File: src/hw/rtl/stga_pkg.sv
`timescale 1ns / 1ps
`default_nettype none
// ----------------------------------------------------------------------------
// stga_pkg
// Shared constants, codes, types and the log fraction table of the split test
// gain accumulator.
// ----------------------------------------------------------------------------
package stga_pkg;

    // Default values of the top-level parameters.
    localparam int CLASSES_DEF      = 16;
    localparam int MAX_FEATURES_DEF = 4;

    // Fixed field widths.
    localparam int FEAT_W   = 16;
    localparam int WGT_W    = 16;
    localparam int THR_W    = 34;
    localparam int FCNT_W   = 3;
    localparam int LABEL_W  = 4;
    localparam int SW_W     = 16;
    localparam int TOT_W    = 32;
    localparam int GAIN_W   = 16;
    localparam int CFG_IDX_W = 3;
    localparam int CFG_DAT_W = 34;

    // Entropy arithmetic widths.
    localparam int P_W      = 17;
    localparam int LEN_W    = 17;
    localparam int ENT_W    = 24;
    localparam int DEN_W    = 33;
    localparam int NUM_W    = 57;
    localparam int QUO_W    = 24;

    // Operation codes.
    localparam logic [1:0] OP_CLEAR  = 2'd0;
    localparam logic [1:0] OP_UPDATE = 2'd1;
    localparam logic [1:0] OP_SCORE  = 2'd2;
    localparam logic [1:0] OP_UNUSED = 2'd3;

    // Configuration register indexes.
    localparam logic [CFG_IDX_W-1:0] CFG_THRESHOLD     = 3'd0;
    localparam logic [CFG_IDX_W-1:0] CFG_FEATURE_COUNT = 3'd1;
    localparam logic [CFG_IDX_W-1:0] CFG_WEIGHT_ZERO   = 3'd2;
    localparam logic [CFG_IDX_W-1:0] CFG_WEIGHT_ONE    = 3'd3;
    localparam logic [CFG_IDX_W-1:0] CFG_WEIGHT_TWO    = 3'd4;
    localparam logic [CFG_IDX_W-1:0] CFG_WEIGHT_THREE  = 3'd5;

    // Control from the sequencer to the histogram store.
    typedef struct packed {
        logic rd_en;
        logic wr_en;
        logic wr_true;
        logic clear;
    } hist_ctrl_t;

    // round(4096 * log2(1 + k/64)).
    localparam logic [11:0] LOG_FRAC [64] = '{
        12'd0,    12'd92,   12'd182,  12'd271,  12'd358,  12'd445,  12'd530,  12'd613,
        12'd696,  12'd778,  12'd858,  12'd937,  12'd1016, 12'd1093, 12'd1169, 12'd1244,
        12'd1319, 12'd1392, 12'd1465, 12'd1536, 12'd1607, 12'd1677, 12'd1746, 12'd1814,
        12'd1882, 12'd1949, 12'd2015, 12'd2080, 12'd2145, 12'd2208, 12'd2272, 12'd2334,
        12'd2396, 12'd2457, 12'd2518, 12'd2578, 12'd2637, 12'd2696, 12'd2754, 12'd2812,
        12'd2869, 12'd2926, 12'd2982, 12'd3037, 12'd3092, 12'd3146, 12'd3200, 12'd3254,
        12'd3307, 12'd3359, 12'd3412, 12'd3463, 12'd3514, 12'd3565, 12'd3615, 12'd3665,
        12'd3715, 12'd3764, 12'd3812, 12'd3861, 12'd3908, 12'd3956, 12'd4003, 12'd4050
    };

endpackage
`default_nettype wire

File: src/hw/rtl/stga_hist_mem.sv
`timescale 1ns / 1ps
`default_nettype none
// ----------------------------------------------------------------------------
// stga_hist_mem
// True-side and false-side class histograms in two synchronous memories with
// a registered read. Per-entry valid bits make unwritten or cleared bins read
// as zero.
// ----------------------------------------------------------------------------
module stga_hist_mem
    import stga_pkg::*;
#(
    parameter int CLASSES = CLASSES_DEF,
    parameter int ADDR_W  = $clog2(CLASSES)
)
(
    input  wire logic              clk,
    input  wire logic              rst_n,
    input  wire hist_ctrl_t        ctrl,
    input  wire logic [ADDR_W-1:0] rd_addr,
    input  wire logic [ADDR_W-1:0] wr_addr,
    input  wire logic [TOT_W-1:0]  wr_data,
    output logic [TOT_W-1:0]       rd_true,
    output logic [TOT_W-1:0]       rd_false
);

    logic [TOT_W-1:0]   mem_true  [CLASSES];
    logic [TOT_W-1:0]   mem_false [CLASSES];
    logic [CLASSES-1:0] vld_true_reg;
    logic [CLASSES-1:0] vld_false_reg;
    logic [TOT_W-1:0]   data_true_reg;
    logic [TOT_W-1:0]   data_false_reg;
    logic               ok_true_reg;
    logic               ok_false_reg;

    // Memory arrays: one write port each, registered read.
    always_ff @(posedge clk)
    begin
        if (ctrl.wr_en && ctrl.wr_true)
        begin
            mem_true[wr_addr] <= wr_data;
        end
        if (ctrl.wr_en && !ctrl.wr_true)
        begin
            mem_false[wr_addr] <= wr_data;
        end
        if (ctrl.rd_en)
        begin
            data_true_reg  <= mem_true[rd_addr];
            data_false_reg <= mem_false[rd_addr];
        end
    end

    // Valid bits, cleared at once by reset or a clear operation.
    always_ff @(posedge clk or negedge rst_n)
    begin
        if (!rst_n)
        begin
            vld_true_reg  <= '0;
            vld_false_reg <= '0;
            ok_true_reg   <= 1'b0;
            ok_false_reg  <= 1'b0;
        end
        else
        begin
            if (ctrl.clear)
            begin
                vld_true_reg  <= '0;
                vld_false_reg <= '0;
            end
            else if (ctrl.wr_en)
            begin
                if (ctrl.wr_true)
                begin
                    vld_true_reg[wr_addr] <= 1'b1;
                end
                else
                begin
                    vld_false_reg[wr_addr] <= 1'b1;
                end
            end
            if (ctrl.rd_en)
            begin
                ok_true_reg  <= vld_true_reg[rd_addr];
                ok_false_reg <= vld_false_reg[rd_addr];
            end
        end
    end

    assign rd_true  = ok_true_reg  ? data_true_reg  : '0;
    assign rd_false = ok_false_reg ? data_false_reg : '0;

endmodule
`default_nettype wire

File: config.mk
export PLATFORM = sky130hd
export DESIGN_NAME = stga_hist_mem
export DESIGN_NICKNAME = d
export VERILOG_FILES = /design/src/hw/rtl/stga_pkg.sv /design/src/hw/rtl/stga_hist_mem.sv
export SDC_FILE = /design/constraint.sdc
export NUM_CORES = 1
export LEC_CHECK = 0
export BUFFER_PORTS_ARGS = -buffer_cell sky130_fd_sc_hd__buf_2
export CAP_MARGIN = 25
export CORE_MARGIN = 5
export CORE_UTILIZATION = 55
export CTS_CLUSTER_DIAMETER = 40
export CTS_CLUSTER_SIZE = 25
export DETAILED_ROUTE_END_ITERATION = 12
export PLACE_DENSITY = 0.77
export SETUP_SLACK_MARGIN = 0.1
export SLEW_MARGIN = 25
export SYNTH_ARGS = -nofsm -noshare
export SYNTH_HDL_FRONTEND = slang
export SYNTH_SLANG_ARGS = --single-unit
File: constraint.sdc
create_clock -name clk -period 5.04 [get_ports clk]
set_clock_uncertainty 0.2 [all_clocks]
set_input_delay 0.504 -clock clk [delete_from_list [all_inputs] [get_ports clk]]
set_output_delay 0.504 -clock clk [all_outputs]
set_load 0.01 [all_outputs]
# After elaboration in Yosys (flattened, before gate mapping)
# Memories as Yosys holds them, arrays and structs flattened. A register that Yosys moved wholly into a read port is not among the register bits.
# Index checks and enable logic that the tools add are counted.
[op_classes]
reduce_logical = 8
n_lt_le_gt_ge = 3
n_eq_ne = 1
mux = 18
bitwise_logic = 2
[op_table]
columns = ["cell", "n"]
rows = [
  ["two-way mux 16 bit", 6],
  ["two-way mux 32 bit", 2],
  ["bitwise OR 16 bit", 2],
  ["less-than comparator 4 x 5 -> 1 bit (second input constant)", 2],
  ["binary-select mux 1 bit (select 4 bit)", 2],
  ["two-way mux 1 bit", 7],
  ["demux 1 bit (select 4 bit)", 1],
  ["greater-or-equal comparator 4 x 1 -> 1 bit (second input constant)", 1],
  ["AND reduction 2 bit", 2],
  ["nonzero test 2 bit", 2],
  ["logical AND 1 bit", 3],
  ["!= test 2 bit (second input constant)", 1],
  ["zero test 1 bit", 1],
]
[totals]
ram_bits = 1024
regBits = 34
word_cells = 38
inputBits = 46
mem_count = 2
[memory_table]
columns = ["name", "words", "word_bits", "rd", "rd_clocked_by_memory_dff", "wr", "line", "rtl"]
rows = [
  ["mem_false", 16, 32, 1, 1, 1, "stga_hist_mem.sv:27", "logic [TOT_W-1:0] mem_false [CLASSES];"],
  ["mem_true", 16, 32, 1, 1, 1, "stga_hist_mem.sv:26", "logic [TOT_W-1:0] mem_true [CLASSES];"],
]

# Logic depth before layout (Yosys ltp)
# Gate-level depths: netlist (run 1).
[logic_depth]
ltp_word = 8
ltp_mapped = 7

# Least setup slack after synthesis (run 1)
# Ideal clock, no wire load.
[synth_timing]
kind = "input -> register"
start = "in wr_addr[1]"
end = "mem mem_false[8][0], enable pin"
t_required_ps = 4417
cell_stages = 2
setup_time_ps = 423
arrival_time_ps = 2647
path_slack_ps = 1770
cell_sequence = "or4b_2 -> nor2_1"
[synth_lines]
columns = ["item", "line", "rtl"]
rows = [
  ["start: declaration", "stga_hist_mem.sv:20", "input wire logic [ADDR_W-1:0] wr_addr,"],
  ["end: declaration", "stga_hist_mem.sv:27", ""],
]
# No word-level cell before the write port.

# Final worst setup path (run 1)
[layout_timing]
start = "reg ok_true_reg"
end = "out rd_true[4]"
[layout_via]
elab_chain_len = 1
[layout_lines]
columns = ["item", "line", "rtl"]
rows = [
  ["start: declaration", "stga_hist_mem.sv:32", "logic ok_true_reg;"],
  ["start signal: assignment", "stga_hist_mem.sv:83", "ok_true_reg <= vld_true_reg[rd_addr];"],
  ["two-way mux 32 bit", "stga_hist_mem.sv:89", "assign rd_true = ok_true_reg ? data_true_reg : '0;"],
  ["end: declaration", "stga_hist_mem.sv:22", "output logic [TOT_W-1:0] rd_true,"],
]
# No other way between the ends.

==> results of run 1 <==
[final timing paths]
check,start,endpoint,slack (ns),depth (start not counted)
max,ok_true_reg,rd_true[4],2.28,3
min,ctrl[0],vld_true_reg[10],0.11,2
max reg2reg,mem_true[13][8],data_true_reg[8],3.04,2
min reg2reg,vld_false_reg[14],vld_false_reg[14],0.30,2
max in group asynchronous,rst_n,vld_false_reg[10],3.91,2
min in group asynchronous,rst_n,vld_true_reg[11],0.25,2
[layer usage]
metal	vias up	part of all wire [%]	global-route usage (%)
met2	1196	51	40.03
met5	-	0.042	0
met3	151	9.8	5.218
li1	7756	-	-
met1	10420	37	33.53
met4	6	2.1	6.416
[report_power, final]
group	internal (mW)	total (mW)	switching [mW]
sequential	10.4	10.4	0.0477
combinational	0.337	0.804	0.467
clock	5.09	8.90	3.82
[layout make-up]
| cell class | instances | area (µm²) |
|---|---|---|
| timing repair buffer | 159 | 1055 |
| tap | 1040 | 1301 |
| antenna | 2 | 5.005 |
| clock buffer | 125 | 3020 |
| fill | 4876 | 28420 |
| multi-input combinational | 508 | 8715 |
| clock inverter | 92 | 1042 |
| sequential | 1122 | 33520 |
[kinds of logic after synthesis]
family / count (synthesis) / share of synthesized area (%)
DFF: 1122 / 78.86
buffers and inverters: 86 / 1.210
muxes: 336 / 17.91
and+or+nand+nor: 172 / 2.022
[worst reg2reg max path, delay by kind of cell (launching register included)]
family	cells	cell delay [ns]
muxes	2	1.14
DFF	1	0.39
[cells in the final DEF (no fill, tap or decap), types with 2 or more instances in the layout]
master	count
mux2_2	2
dfrtp_1	34
clkbuf_16	119
buf_4	43
nand2b_1	2
clkinvlp_4	17
clkbuf_1	4
buf_12	8
nor2_1	64
diode_2	2
nor2_4	32
inv_8	10
buf_2	104
mux4_2	289
mux2i_1	6
bufinv_16	12
nand4b_1	3
edfxtp_1	1088
buf_8	2
inv_4	2
clkinv_4	14
clkbuf_8	2
inv_6	21
clkinv_1	7
and2_1	64
nand4bb_1	3
mux4_1	38
clkinv_2	6
[what timing repair did]
action	4_1_cts	5_1_grt
hold endpoints to repair	34	0
hold buffers	1	0
setup buffers	0	0
==> qor.csv, run 1 <==
metric,value,unit
"EDFF count, synth",1088,
"delay-heaviest family, CP",buffers and inverters,
Post-synth ARST share,3.030,%
Detail Placement HPWL,47980,µm
post-layout util,63.13,%
Synth cell types,22,
via count,19530,
DRC Markers,0,
Syn Area/Cell,24.77,µm²
Hold Crit Class,input port to register,
core box area,77080,µm²
post-route ant nets,0,
Die ar.,82950,µm²
iteration-0 DRC count of the detailed router,2884,
vias in the first global route,20640,
final hold vios,0,
Crit Path Max Fanout,29,
largest cells by area after synthesis,"edfxtp_1, mux4_2, mux4_1",
Die Ht,288.0,µm
worst ir drop on vdd,0.2787,mV
Placed Cells,2826,
Fmax,0.3619,GHz
root buf cell,clkbuf_16,
CP cell instances,buf_4 -> and2_1 -> buf_2,
Routed WL,98360,µm
Area after DPL,44540,µm²
WHS,0.1127,ns
Finished Cell Area,48660,µm²
fin nets,1951,
Initial Util,55.15,%
die width,288.0,µm
TritonRoute pass-1 iters,5,
startpoint types,register,
area grow syn2layout,14.47,%
Setup crit end kind,output pin,
Syn Nets,1762,
CTS tree,built,
"FF+latch count, synth",1122,
largest net degree at the start of global routing,108,
top post-synthesis cells by count,"edfxtp_1, mux4_2, nor2_1",
Setup TNS,0,ns
Finished Layout Cells,3048,
"area leader, netlist",edfxtp_1,
port buffer count,109,
post-route setup slack,2.277,ns
most frequent cell after synthesis,edfxtp_1,
first-pass GRT wire length,143500,µm
Final Max Tran Viols,0,
Clock transition at path regs,0.06,ns
cell area power density,414.1,nW/µm²
CP max stage cell,dfrtp_1,
Worst slew margin,30.69,%
"Setup violations, final",0,
Syn Inst Count,1716,
RSZ-0062 raised after global routing,no,
fin crit share,54.82,%
Tot Pwr,20.15,mW
WS Path Type,register to output pin,
pre-CTS WS,1.735,ns
routed len/inst,32.27,µm
Synth top area share,76.85,%
Synth warnings,0,
Cell Rows,102,
worst slew pin tran,1.040,ns
PostCTS Resize Cnt,0,
fraction of layout cells with a size suffix above 1,34.40,%
CP peak stage delay,0.43,ns
status,completed,
Largest regs,"mem_false: 512 flops, mem_true: 512 flops",
CTS max path bufs,3,
num ports,110,
Clock Latency Late Sink,0.68,ns
post-layout minimum cycle time,2.763,ns
Crit path required time,4.34,ns
sequential-to-total area share from yosys stat,78.86,%
H-tree depth,3,
Final GP Congestion,0.7276,
clock sink count,1122,
WP buf/inv,2,
Synth Flop Type,edfxtp_1,
Inserted Clock Buffers,114,
total track usage,24.19,%
vias per cell,6.406,
Worst EP arrival,2.06,ns
"Remaining Overflow, GRT",0,
max cap viols,0,
static leakage,15.75,nW
initial antenna violation count,8,
mapped cell area,42510,µm²
Note: power is estimated with default switching activity, not from simulation.
==> run 2, diff against run 1 <==
==> constraint.sdc (replaced) <==
create_clock -name clk -period 2.9 [get_ports clk]
set_clock_uncertainty 0.2 [all_clocks]
set_input_delay 0.29 -clock clk [delete_from_list [all_inputs] [get_ports clk]]
set_output_delay 0.29 -clock clk [all_outputs]
set_load 0.01 [all_outputs]
==> qor.csv, run 2 (synthesis gave the netlist of run 1 again) <==
metric,value,unit
status,completed,
TritonRoute pass-1 iters,5,
Crit path required time,2.41,ns
Routed WL,100200,µm
Fmax,0.4077,GHz
Largest regs,"mem_false: 512 flops, mem_true: 512 flops",
Clock transition at path regs,0.07,ns
largest net degree at the start of global routing,60,
root buf cell,clkbuf_16,
"Remaining Overflow, GRT",0,
CTS max path bufs,3,
Area after DPL,45490,µm²
Cell Rows,102,
clock power share,44.4,%
Clock Latency Late Sink,0.67,ns
max cap viols,0,
first-pass GRT wire length,145800,µm
post-route ant nets,0,
Register-to-Register Path Depth,2,
Hold Crit Class,input port to asynchronous set/reset pin,
"commonest non-fill, non-tap cell in the layout",edfxtp_1,
final hold vios,0,
fin nets,2020,
area grow syn2layout,17.54,%
fin crit share,84.58,%
iteration-0 DRC count of the detailed router,2643,
Final Max Tran Viols,0,
static leakage,16.28,nW
Sw Ratio,21.80,%
port buffer count,109,
num ports,110,
DRC Markers,0,
fraction of layout cells with a size suffix above 1,35.18,%
Detail Placement HPWL,50110,µm
startpoint types,register,
worst ir drop on vdd,0.5264,mV
routed len/inst,32.17,µm
Final GP Congestion,0.7521,
Reg2Reg Setup Slack,0.91,ns
H-tree depth,3,
Comb pwr share,4.3,%
NetSw,7.716,mW
WS Path Type,register to output pin,
Worst slew margin,42.89,%
post-layout minimum cycle time,2.453,ns
initial antenna violation count,4,
Die ar.,82950,µm²
FF-to-FF Start,mem_true[2][7],
Finished Cell Area,49970,µm²
Initial Util,55.15,%
RSZ-0062 raised after global routing,no,
total track usage,24.58,%
highest-count cells in the layout ignoring fill and taps,"edfxtp_1, mux4_2, clkbuf_16",
internal power,27.67,mW
Setup TNS,0,ns
"Setup violations, final",0,
cell area power density,708.3,nW/µm²
Inserted Clock Buffers,113,
Worst EP arrival,1.96,ns
sequential group share of total power,51.3,%
vias per cell,6.411,
Die Ht,288.0,µm
worst slew pin tran,0.8566,ns
"Setup Fix Bufs, Post-CTS",0,
via count,19960,
vias in the first global route,21100,
Setup crit end kind,output pin,
core box area,77080,µm²
reg2reg end,data_true_reg[7],
CTS tree,built,
clock sink count,1122,
Crit Path Max Fanout,32,
die width,288.0,µm
==> run 2: stage by stage <==
step           utilization, %  total power [mW]  hold slack (ns)  worst slack [ns]  std cells
5_1_grt                 64.82             36.43           0.1028            0.3599       3113
2_1_floorplan               -             19.30          -0.2056           -0.1559       1716
4_1_cts                 64.81             35.61          0.01803            0.1578       3112
3_5_place_dp            59.02             19.95           0.2051            0.3778       2864
6_report                64.82             35.39          0.02845            0.4472       3114
3_3_place_gp            59.02             19.87           0.1744            0.4213       2864
==> run 2: layout make-up <==
class	count	area, µm²
clock inverter	93	1139
fill	4685	27120
antenna	2	5.005
clock buffer	120	2982
sequential	1122	33520
timing repair buffer	229	2303
multi-input combinational	508	8715
tap	1040	1301
==> run 2: timing repair <==
item	4_1_cts	5_1_grt
endpoints found under the setup margin	0	11
gates resized for setup	0	1
hold endpoints to repair	1111	0
hold buffers	35	0
==> run 2: per-layer routing <==
metal	wire length, µm	track usage [%]	vias up
met2	51720	41.58	1291
li1	-	-	7893
met4	2896	7.670	2
met5	17	0	-
met3	9744	4.576	205
met1	35790	33.14	10570
==> run 2: power groups by stage <==
stage / Clock [mW] / Sequential (mW) / Combinational, mW
global route: 16.7 / 18.2 / 1.60
global placement: 0 / 18.5 / 1.39
detailed placement: 0 / 18.5 / 1.45
finish: 15.7 / 18.2 / 1.51
floorplan: 0 / 18.4 / 0.847
CTS: 15.9 / 18.2 / 1.52
==> run 2: worst max-delay path by stage <==
stage / depth (start not counted) / start / end
finish: 3 / ok_false_reg / rd_false[22]
global route: 3 / ok_true_reg / rd_true[15]
CTS: 3 / ok_true_reg / rd_true[15]
detailed placement: 5 / rd_addr[0] / data_true_reg[1]
global placement: 7 / rd_addr[0] / ok_true_reg
floorplan: 2 / wr_addr[1] / mem_false[8][0]
==> run 2: worst max-delay path: stages, from the launching register on <==
cell and delay, ns:
dfrtp_1 0.36, buf_4 0.41, and2_1 0.31, buf_2 0.17
