**config.mk**
```make
export PLATFORM = sky130hd
export DESIGN_NAME = stga_divider
export DESIGN_NICKNAME = d
export VERILOG_FILES = /design/src/hw/rtl/stga_pkg.sv /design/src/hw/rtl/stga_divider.sv
export SDC_FILE = /design/constraint.sdc
export NUM_CORES = 1
export LEC_CHECK = 0
export BUFFER_PORTS_ARGS = -buffer_cell sky130_fd_sc_hd__buf_2
export CORE_MARGIN = 3
export CORE_UTILIZATION = 49
export CTS_CLUSTER_SIZE = 16
export DETAILED_ROUTE_END_ITERATION = 8
export GPL_ROUTABILITY_DRIVEN = 0
export GPL_TIMING_DRIVEN = 0
export PLACE_DENSITY_LB_ADDON = 0.12
export SYNTH_ARGS = -nofsm -noshare
export SYNTH_HDL_FRONTEND = slang
export SYNTH_SLANG_ARGS = --single-unit
```
**constraint.sdc**
```tcl
create_clock -name clk -period 4.59 [get_ports clk]
set_clock_uncertainty 0.15 [all_clocks]
set_input_delay 0.918 -clock clk [delete_from_list [all_inputs] [get_ports clk]]
set_output_delay 0.918 -clock clk [all_outputs]
set_load 0.1 [all_outputs]
```
**src/hw/rtl/stga_pkg.sv**
```systemverilog
`timescale 1ns / 1ps
`default_nettype none
// ----------------------------------------------------------------------------
// stga_pkg
// Shared constants, codes, types and the log fraction table of the split test
// gain accumulator.
// ----------------------------------------------------------------------------
package stga_pkg;

    // Default values of the top-level parameters.
    localparam int CLASSES_DEF      = 16;
    localparam int MAX_FEATURES_DEF = 4;

    // Fixed field widths.
    localparam int FEAT_W   = 16;
    localparam int WGT_W    = 16;
    localparam int THR_W    = 34;
    localparam int FCNT_W   = 3;
    localparam int LABEL_W  = 4;
    localparam int SW_W     = 16;
    localparam int TOT_W    = 32;
    localparam int GAIN_W   = 16;
    localparam int CFG_IDX_W = 3;
    localparam int CFG_DAT_W = 34;

    // Entropy arithmetic widths.
    localparam int P_W      = 17;
    localparam int LEN_W    = 17;
    localparam int ENT_W    = 24;
    localparam int DEN_W    = 33;
    localparam int NUM_W    = 57;
    localparam int QUO_W    = 24;

    // Operation codes.
    localparam logic [1:0] OP_CLEAR  = 2'd0;
    localparam logic [1:0] OP_UPDATE = 2'd1;
    localparam logic [1:0] OP_SCORE  = 2'd2;
    localparam logic [1:0] OP_UNUSED = 2'd3;

    // Configuration register indexes.
    localparam logic [CFG_IDX_W-1:0] CFG_THRESHOLD     = 3'd0;
    localparam logic [CFG_IDX_W-1:0] CFG_FEATURE_COUNT = 3'd1;
    localparam logic [CFG_IDX_W-1:0] CFG_WEIGHT_ZERO   = 3'd2;
    localparam logic [CFG_IDX_W-1:0] CFG_WEIGHT_ONE    = 3'd3;
    localparam logic [CFG_IDX_W-1:0] CFG_WEIGHT_TWO    = 3'd4;
    localparam logic [CFG_IDX_W-1:0] CFG_WEIGHT_THREE  = 3'd5;

    // Control from the sequencer to the histogram store.
    typedef struct packed {
        logic rd_en;
        logic wr_en;
        logic wr_true;
        logic clear;
    } hist_ctrl_t;

    // round(4096 * log2(1 + k/64)).
    localparam logic [11:0] LOG_FRAC [64] = '{
        12'd0,    12'd92,   12'd182,  12'd271,  12'd358,  12'd445,  12'd530,  12'd613,
        12'd696,  12'd778,  12'd858,  12'd937,  12'd1016, 12'd1093, 12'd1169, 12'd1244,
        12'd1319, 12'd1392, 12'd1465, 12'd1536, 12'd1607, 12'd1677, 12'd1746, 12'd1814,
        12'd1882, 12'd1949, 12'd2015, 12'd2080, 12'd2145, 12'd2208, 12'd2272, 12'd2334,
        12'd2396, 12'd2457, 12'd2518, 12'd2578, 12'd2637, 12'd2696, 12'd2754, 12'd2812,
        12'd2869, 12'd2926, 12'd2982, 12'd3037, 12'd3092, 12'd3146, 12'd3200, 12'd3254,
        12'd3307, 12'd3359, 12'd3412, 12'd3463, 12'd3514, 12'd3565, 12'd3615, 12'd3665,
        12'd3715, 12'd3764, 12'd3812, 12'd3861, 12'd3908, 12'd3956, 12'd4003, 12'd4050
    };

endpackage
`default_nettype wire

```
**src/hw/rtl/stga_divider.sv**
```systemverilog
`timescale 1ns / 1ps
`default_nettype none
// ----------------------------------------------------------------------------
// stga_divider
// Restoring divider, one quotient bit per cycle. The upper part of the
// dividend must be below the divisor, so that the quotient fits its width.
// ----------------------------------------------------------------------------
module stga_divider
    import stga_pkg::*;
(
    input  wire logic             clk,
    input  wire logic             rst_n,
    input  wire logic             start,
    input  wire logic [NUM_W-1:0] num,
    input  wire logic [DEN_W-1:0] den,
    output logic                  busy,
    output logic [QUO_W-1:0]      quot
);

    localparam int CNT_W = $clog2(QUO_W + 1);

    logic             busy_reg;
    logic [CNT_W-1:0] cnt_reg;
    logic [DEN_W-1:0] rem_reg;
    logic [QUO_W-1:0] low_reg;
    logic [DEN_W-1:0] den_reg;
    logic [DEN_W:0]   trial;
    logic             fits;

    // Trial subtraction of the divisor from the shifted remainder.
    always_comb
    begin
        trial = {rem_reg, low_reg[QUO_W-1]};
        fits  = trial >= {1'b0, den_reg};
    end

    // Iteration control.
    always_ff @(posedge clk or negedge rst_n)
    begin
        if (!rst_n)
        begin
            busy_reg <= 1'b0;
            cnt_reg  <= '0;
        end
        else if (start)
        begin
            busy_reg <= 1'b1;
            cnt_reg  <= CNT_W'(QUO_W);
        end
        else if (busy_reg)
        begin
            cnt_reg <= cnt_reg - 1'b1;
            if (cnt_reg == CNT_W'(1))
            begin
                busy_reg <= 1'b0;
            end
        end
    end

    // Remainder and quotient shift register.
    always_ff @(posedge clk)
    begin
        if (start)
        begin
            rem_reg <= num[NUM_W-1:QUO_W];
            low_reg <= num[QUO_W-1:0];
            den_reg <= den;
        end
        else if (busy_reg)
        begin
            rem_reg <= fits ? DEN_W'(trial - {1'b0, den_reg}) : trial[DEN_W-1:0];
            low_reg <= {low_reg[QUO_W-2:0], fits};
        end
    end

    assign busy = busy_reg;
    assign quot = low_reg;

endmodule
`default_nettype wire

```
; Word-level counts from Yosys, hierarchy flattened
; Index checks and enable logic that the tools add are counted.
; Widths: inputs -> output; s select.
[classes]
magnitude_cmp = 1
muxes = 10
add_sub_neg = 2
n_eq_ne = 1
n_reduce_logical = 1
[op_table]
columns = operator, n
row1 = $mux 33, 3
row2 = $mux 24, 2
row3 = $ge 34x33->1, 1
row4 = $sub 33x33->33, 1
row5 = $mux 5, 2
row6 = $eq 5x1->1 const B, 1
row7 = $sub 5x1->5 const B, 1
row8 = $mux 1, 3
row9 = $reduce_bool 2->1, 1
[word_totals]
wordCells = 20
register_bits = 96
in_bits = 93

; Logic depth before layout (Yosys ltp)
; Gate-level depths: netlist (run 1).
[logic_depth]
word_depth = 4
ltp_mapped = 14
mapped_depth_nobuf = 12

; Worst setup path before layout (run 1)
; Ideal clock, no wire load.
[synth_timing]
path_type = register to register
from = register low_reg[23] (netlist: quot[23])
to = register rem_reg[8] (data pin)
synth_period_minus_slack_ns = 3.807
required_time_ns = 4.180
slack_ns = 0.783
arrival_ns = 3.397
path_buffers = 1
path_stages_with_launch = 13
setup_time_ns = 0.260
path_cell_list = edfxtp_1 -> inv_1 -> ha_1 -> inv_1 -> fa_1 -> a211o_1 -> nor4b_4 -> nor4_4 -> nor4_1 -> or3_1 -> buf_6 -> mux2_4 -> mux2_2
[synth_between]
elab_chain_len = 4
[synth_rtl]
columns = item, line_no
row1 = "start, declared", stga_divider.sv:25  ; logic [QUO_W-1:0] low_reg;
row2 = "start signal, assigned", stga_divider.sv:66  ; low_reg <= num[QUO_W-1:0];
row3 = "start signal, assigned", stga_divider.sv:72  ; low_reg <= {low_reg[QUO_W-2:0], fits};
row4 = $sub 33x33->33 or $ge 34x33->1 (tied branches), "stga_divider.sv:71, stga_divider.sv:34"
row5 = $mux 33 *, stga_divider.sv:71  ; rem_reg <= fits ? DEN_W'(trial - {1'b0, den_reg}) : trial[DEN_W-1:0];
row6 = $mux 33 *, stga_divider.sv:69  ; else if (busy_reg)
row7 = $mux 33 *, stga_divider.sv:63  ; if (start)
row8 = "end signal, assigned", stga_divider.sv:65  ; rem_reg <= num[NUM_W-1:QUO_W];
row9 = "end signal, assigned", stga_divider.sv:71
row10 = "end, declared", stga_divider.sv:24  ; logic [DEN_W-1:0] rem_reg;
; Mark *: on every way between the ends. The rest lies on a longest branch, timed or not. The select of a mux whose other input is x is not followed.
; A chain may end at the register's enable or synchronous reset.

; Final worst setup path (run 1)
[layout_timing]
from = register low_reg[23] (netlist: quot[23])
to = register rem_reg[22] (data pin)
; The elaborated chain is that of the path after synthesis.

==> out/qor.yml, run 1 <==
row_count: 40
grt_pass1_wl_mm: 25.6
clock_path_buffers: 2
detail_route.first_pass.iterations: 5
power_density_mw_per_mm2: 650
drcViolationCount: 0
ys_top_cells_by_area: "edfxtp_1 44%, ha_1 7.2%, mux2_2 7.0%"
ys_seq_area_share_pct: 46.7
ir_drop_uv: 330
critPathSlowestCell: "clkbuf_1"
worstPathRequired_ns: 4.56
crit_type: "reg2reg"
syn-cell-area_sq_mm: 0.00610
synth_nets: 709
async_reset_ff_share_pct: 6.25
tightest_slew_ns: 0.900
dp_hpwl_mm: 11.1
status: "finished, final reports clean"
coreArea_sq_mm: 0.0121
cts_sinks: 96
grt_usage_pct: 23.0
cp_num_buf_inv: 3
portBuffers: 117
cts_tree: "yes"
fin_area_sq_mm: 0.00718
post_drt_wl_per_cell_um: 17.9
die_x_um: 118
final.min_clock_period_ns: 3.88
setup_violations: 0
path_cells: "inv_1, ha_1, inv_1, fa_1, a211o_1, nor4b_4, nor4_4, nor4_1, nor3_1, clkbuf_1, o21ai_0, mux2_2"
ctsResizeCount: 0
area_growth_pct: 17.6
layout-drive-gt1-share_pct: 27.3
cpMostUsedCell: "inv_1"
drt_iter0_markers: 421
num_vias: 4989
hold_buffers: 0
rr_worst_depth: 12
placed_area_sq_mm: 0.00690
synth_cell_types: 61
clk_pin_slew_worst_paths_ns: 0.07
max_freq_mhz: 258
io_pins: 118
antenna_found_initial: 0
power.leakage_nw: 3.05
synth_area_leader_cell: "edfxtp_1"
netlist_instances: 580
grt_max_degree: 58
path_delay_family: "simple AND/OR/NAND/NOR gates"
start_kind: "register"
worstSkewPairLatency_ns: 0.36
r2r_setup_slack_ns: 0.71
die_y_um: 118
grt_pass1_vias: 5139
r2r_end: "rem_reg[22]"
h-tree-depth: 3
grt_overflow: 0
crit-reg2reg-launch: "quot[23]"
initial_core_util_pct: 50.4
cts_root_buffer: "clkbuf_16"
dieArea_sq_mm: 0.0138
hold_violations: 0
syn_area_per_cell_sq_um: 10.5
postCtsSetupBuffers: 0
post-route-period-util_pct: 84.5
final_max_slew_viol_count: 0
antenna_cells: 0
synth_ff_type: "edfxtp_1"
maxSlewHeadroom_pct: 40.0
cts_made_buffers: 9
ys_ff_latch: 96
yosysTopAreaCellShare_pct: 44.3
synth_edf_count: 90
drtAntennaViolNets: 0
routed_wl_mm: 15.7
min_path_type: "in2async"
yosys-top-cells-count: "90 x edfxtp_1, 53 x a21oi_1, 46 x inv_1"
crit_path_end_kind: "register"
critPathArrivalTime_ns: 3.85
max_cap_viol_count: 0
yosysWarningCount: 0
critPathLaunch: "quot[23]"
synth.most_common_cell: "edfxtp_1"
nets: 837
finalSetupTns_ns: 0
viasPerCell: 5.66
crit_fanout: 10
slowest_delay_ns: 0.56
rsz0062_at_grt: "no"
-- final cells by class --
type | instances | area (sq um)
clock inverters | 5 | 41.3
well taps | 168 | 210
plain buffers | 24 | 116
fillers | 1106 | 4940
inverters | 46 | 173
repair buffers | 117 | 586
clock buffers | 11 | 233
multi-input cells | 414 | 2960
flip-flops and latches | 96 | 2850
-- worst max path at each step --
stage,endpoint,slack (ns),depth (start not counted)
after floorplan,rem_reg[8],0.78,12
after global placement,quot[11],0.27,4
after detailed placement,quot[12],0.17,4
after CTS,quot[2],0.55,4
after global routing,rem_reg[1],0.55,13
final,rem_reg[22],0.71,12
-- power breakdown --
group          internal [W]  leakage [nW]  switching [W]
registers           0.00123         0.990       0.000121
clock network      0.000374         0.132       0.000360
logic              0.000976          1.93        0.00160
-- metal layers --
metal  wire (um)  GRT usage (%)  vias to the layer above  share of wire [%]
met3        1130           5.91                       24                7.2
met4         266           7.91                        0                1.7
met1        7080           30.6                     2369                 45
met2        7270           36.8                      199                 46
met5           0              0                        -                  0
li1            -              -                     2397                  -
-- worst reg2reg max path, delay by kind of cell, from the launching register on --
family,cells,cell delay [ns]
and+or+nand+nor,4,0.91
DFF,1,0.45
buffers and inverters,3,0.71
adders and majority gates,2,0.60
AOI/OAI and AO/OA,2,0.52
muxes,1,0.28
-- through the flow --
| stage | worst slack [ns] | util [%] | instances | hold WS, ns | total power, W |
|---|---|---|---|---|---|
| 2_1_floorplan | 0.783 | - | 580 | 0.335 | 0.00332 |
| 3_3_place_gp | 0.274 | 57.0 | 865 | 0.351 | 0.00383 |
| 3_5_place_dp | 0.169 | 57.0 | 865 | 0.371 | 0.00389 |
| 4_1_cts | 0.550 | 59.2 | 881 | 0.216 | 0.00463 |
| 5_1_grt | 0.552 | 59.2 | 881 | 0.221 | 0.00497 |
| 6_report | 0.713 | 59.2 | 881 | 0.217 | 0.00466 |
-- cell families after synthesis --
kind of cell | count (synthesis) | share of synthesized area, %
AND/OR/NAND/NOR | 172 | 15.1
AO/OA/AOI/OAI | 139 | 14.6
flip-flops | 96 | 46.7
buffers and inverters | 70 | 4.74
multiplexers | 41 | 7.59
adder cells (fa/ha/maj) | 36 | 7.50
XOR/XNOR | 26 | 3.73
-- placed cells by master (no fill, tap or decap), types with 8 or more instances in the layout --
master     Yosys  layout
buf_2          6     123
edfxtp_1      90      90
a21oi_1       53      53
inv_1         46      46
nand2_1       44      44
mux2_2        38      38
nor2_1        36      36
ha_1          35      35
o21ai_0       23      23
nor3_1        18      18
xnor2_1       17      17
clkbuf_1      13      15
nand3_1       12      12
nand2b_1      11      11
a21o_1        10      10
a211oi_1       9       9
xor2_1         9       9
clkbuf_16      0       9
nor4_1         8       8
nor2b_1        8       8
No activity file was read; power rests on OpenSTA's default activity.
==> inputs of run 2 (changes only) <==
==> constraint.sdc (replaced) <==
create_clock -name clk -period 3.23 [get_ports clk]
set_clock_uncertainty 0.15 [all_clocks]
set_input_delay 0.646 -clock clk [delete_from_list [all_inputs] [get_ports clk]]
set_output_delay 0.646 -clock clk [all_outputs]
set_load 0.1 [all_outputs]
==> run 2 against run 1 <==
- the flow now finishes with violations (setup timing)
- power grew 62%
- flip-flop and latch count unchanged
- routed wire length is 5.1% higher
- highest routed layer unchanged
==> out/qor.yml, run 2 (synthesized netlist as in run 1, its figures left out) <==
viasPerCell: 5.72
num_vias: 5173
setup_violations: 12
path_cells: "inv_1, ha_2, inv_2, fa_2, a211o_1, nor4b_4, nor4_4, nor4_2, or3_1, buf_6, buf_12, nor2_2, a21oi_1, mux2_2"
area_growth_pct: 26.9
status: "finished, violations left"
post-route-period-util_pct: 102
max_freq_mhz: 305
grt_max_degree: 38
final.min_clock_period_ns: 3.28
crit_path_end_kind: "register"
power.leakage_nw: 3.29
finalSetupTns_ns: -0.298
layout_setup_ws_ns: -0.0506
mostFrequentLayoutCell: "buf_2"
final_cell_mix: "120 x buf_2, 90 x edfxtp_1, 49 x a21oi_1"
grt_pass1_vias: 5166
grt_usage_pct: 23.7
whs_path_depth: 1
grt_pass1_wl_mm: 25.9
tightest_slew_ns: 0.871
h-tree-depth: 3
coreArea_sq_mm: 0.0121
drt_iter0_markers: 388
pwr-share-comb_pct: 58.1
die_x_um: 118
crit_type: "reg2reg"
detail_route.first_pass.iterations: 5
io_pins: 118
critPathSlowestCell: "edfxtp_1"
p_sw_share_pct: 43.1
final_max_slew_viol_count: 0
portBuffers: 117
rr_worst_depth: 14
nets: 861
p_switching_w: 0.00325
r2r_setup_slack_ns: -0.05
power.internal_w: 0.00429
ir_drop_uv: 541
pwr-share-seq_pct: 25.9
drcViolationCount: 0
cts_root_buffer: "clkbuf_16"
slowest_delay_ns: 0.42
antenna_cells: 0
initial_core_util_pct: 50.4
clk_pin_slew_worst_paths_ns: 0.07
clockPowerShare_pct: 16.0
pre_cts_slack_ns: -1.11
hold_path_end: "den_reg[2]"
power_density_mw_per_mm2: 973
grt_overflow: 0
dp_hpwl_mm: 11.3
hold_ws_ns: 0.300
critPathArrivalTime_ns: 3.25
layout-drive-gt1-share_pct: 34.9
hold_violations: 0
max_cap_viol_count: 0
min_from: "den[2]"
die_y_um: 118
start_kind: "register"
rsz0062_at_grt: "yes"
antenna_found_initial: 0
post_drt_wl_per_cell_um: 18.3
worstPathRequired_ns: 3.20
cts_tree: "yes"
nFillCells: 992
routed_wl_mm: 16.6
r2r_end: "rem_reg[14]"
clock_path_buffers: 2
worstSkewPairLatency_ns: 0.37
crit_fanout: 9
row_count: 40
crit-reg2reg-launch: "quot[23]"
cts_made_buffers: 9
post-route-util_pct: 63.9
cts_sinks: 96
p_total_w: 0.00754
min_path_type: "in2reg"
dieArea_sq_mm: 0.0138
violations: "setup timing"
maxSlewHeadroom_pct: 41.9
drtAntennaViolNets: 0
==> run 2: critical path: cells and delay by family, from the launching register on <==
family	cells	cell delay [ns]
flip-flops	1	0.42
buffers and inverters	4	0.43
AND/OR/NAND/NOR	5	0.89
AO/OA/AOI/OAI	2	0.35
multiplexers	1	0.26
adder cells (fa/ha/maj)	2	0.53
==> run 2: timing repair <==
action / CTS / global route
setup buffers: 17 / 5
cloned: 2 / 0
hold buffers: 1 / 0
pin swaps: 16 / 10
gates resized for setup: 32 / 18
endpoints found under the hold margin: 6 / 0
endpoints found under the setup margin: 86 / 34
==> run 2: worst max path at each step <==
stage          cells past startpoint  slack [ns]     endpoint  startpoint
6_report                          14       -0.05  rem_reg[14]    quot[23]
3_3_place_gp                       4       -0.94   rem_reg[6]       start
4_1_cts                           14       -0.19  rem_reg[14]    quot[23]
2_1_floorplan                     12       -0.37   rem_reg[8]    quot[23]
3_5_place_dp                       4       -1.11   rem_reg[6]       start
5_1_grt                           14       -0.17  rem_reg[14]    quot[23]
==> run 2: per-layer routing <==
metal  GRT usage [%]  wire, um  up-vias
met5               0         0        -
met4            8.06       374        0
met3            5.33      1080       28
met1            29.1      6770     2492
met2            41.1      8320      202
li1                -         -     2451
==> run 2: final cells by class <==
cell class              instances  area (sq um)  share of cell area (%)
multi-input cells             415          3180                    41.1
flip-flops and latches         96          2850                    36.8
clock inverters                 7           106                    1.37
well taps                     168           210                    2.71
clock buffers                   9           225                    2.91
inverters                      46           173                    2.23
plain buffers                  23           173                    2.23
repair buffers                141           821                    10.6
==> run 2: power by group through the flow <==
stage	Combinational, W	Sequential, W	Clock (W)
final	0.00438	0.00195	0.00121
after global routing	0.00472	0.00198	0.00128
after CTS	0.00414	0.00194	0.00123
after detailed placement	0.00368	0.00195	0
after global placement	0.00360	0.00194	0
after floorplan	0.00260	0.00219	0
==> run 2: stage by stage <==
stage / cell area (sq um) / instances
after floorplan: 6160 / 580
after global placement: 6960 / 865
after detailed placement: 6960 / 865
after CTS: 7620 / 901
after global routing: 7740 / 905
final: 7740 / 905
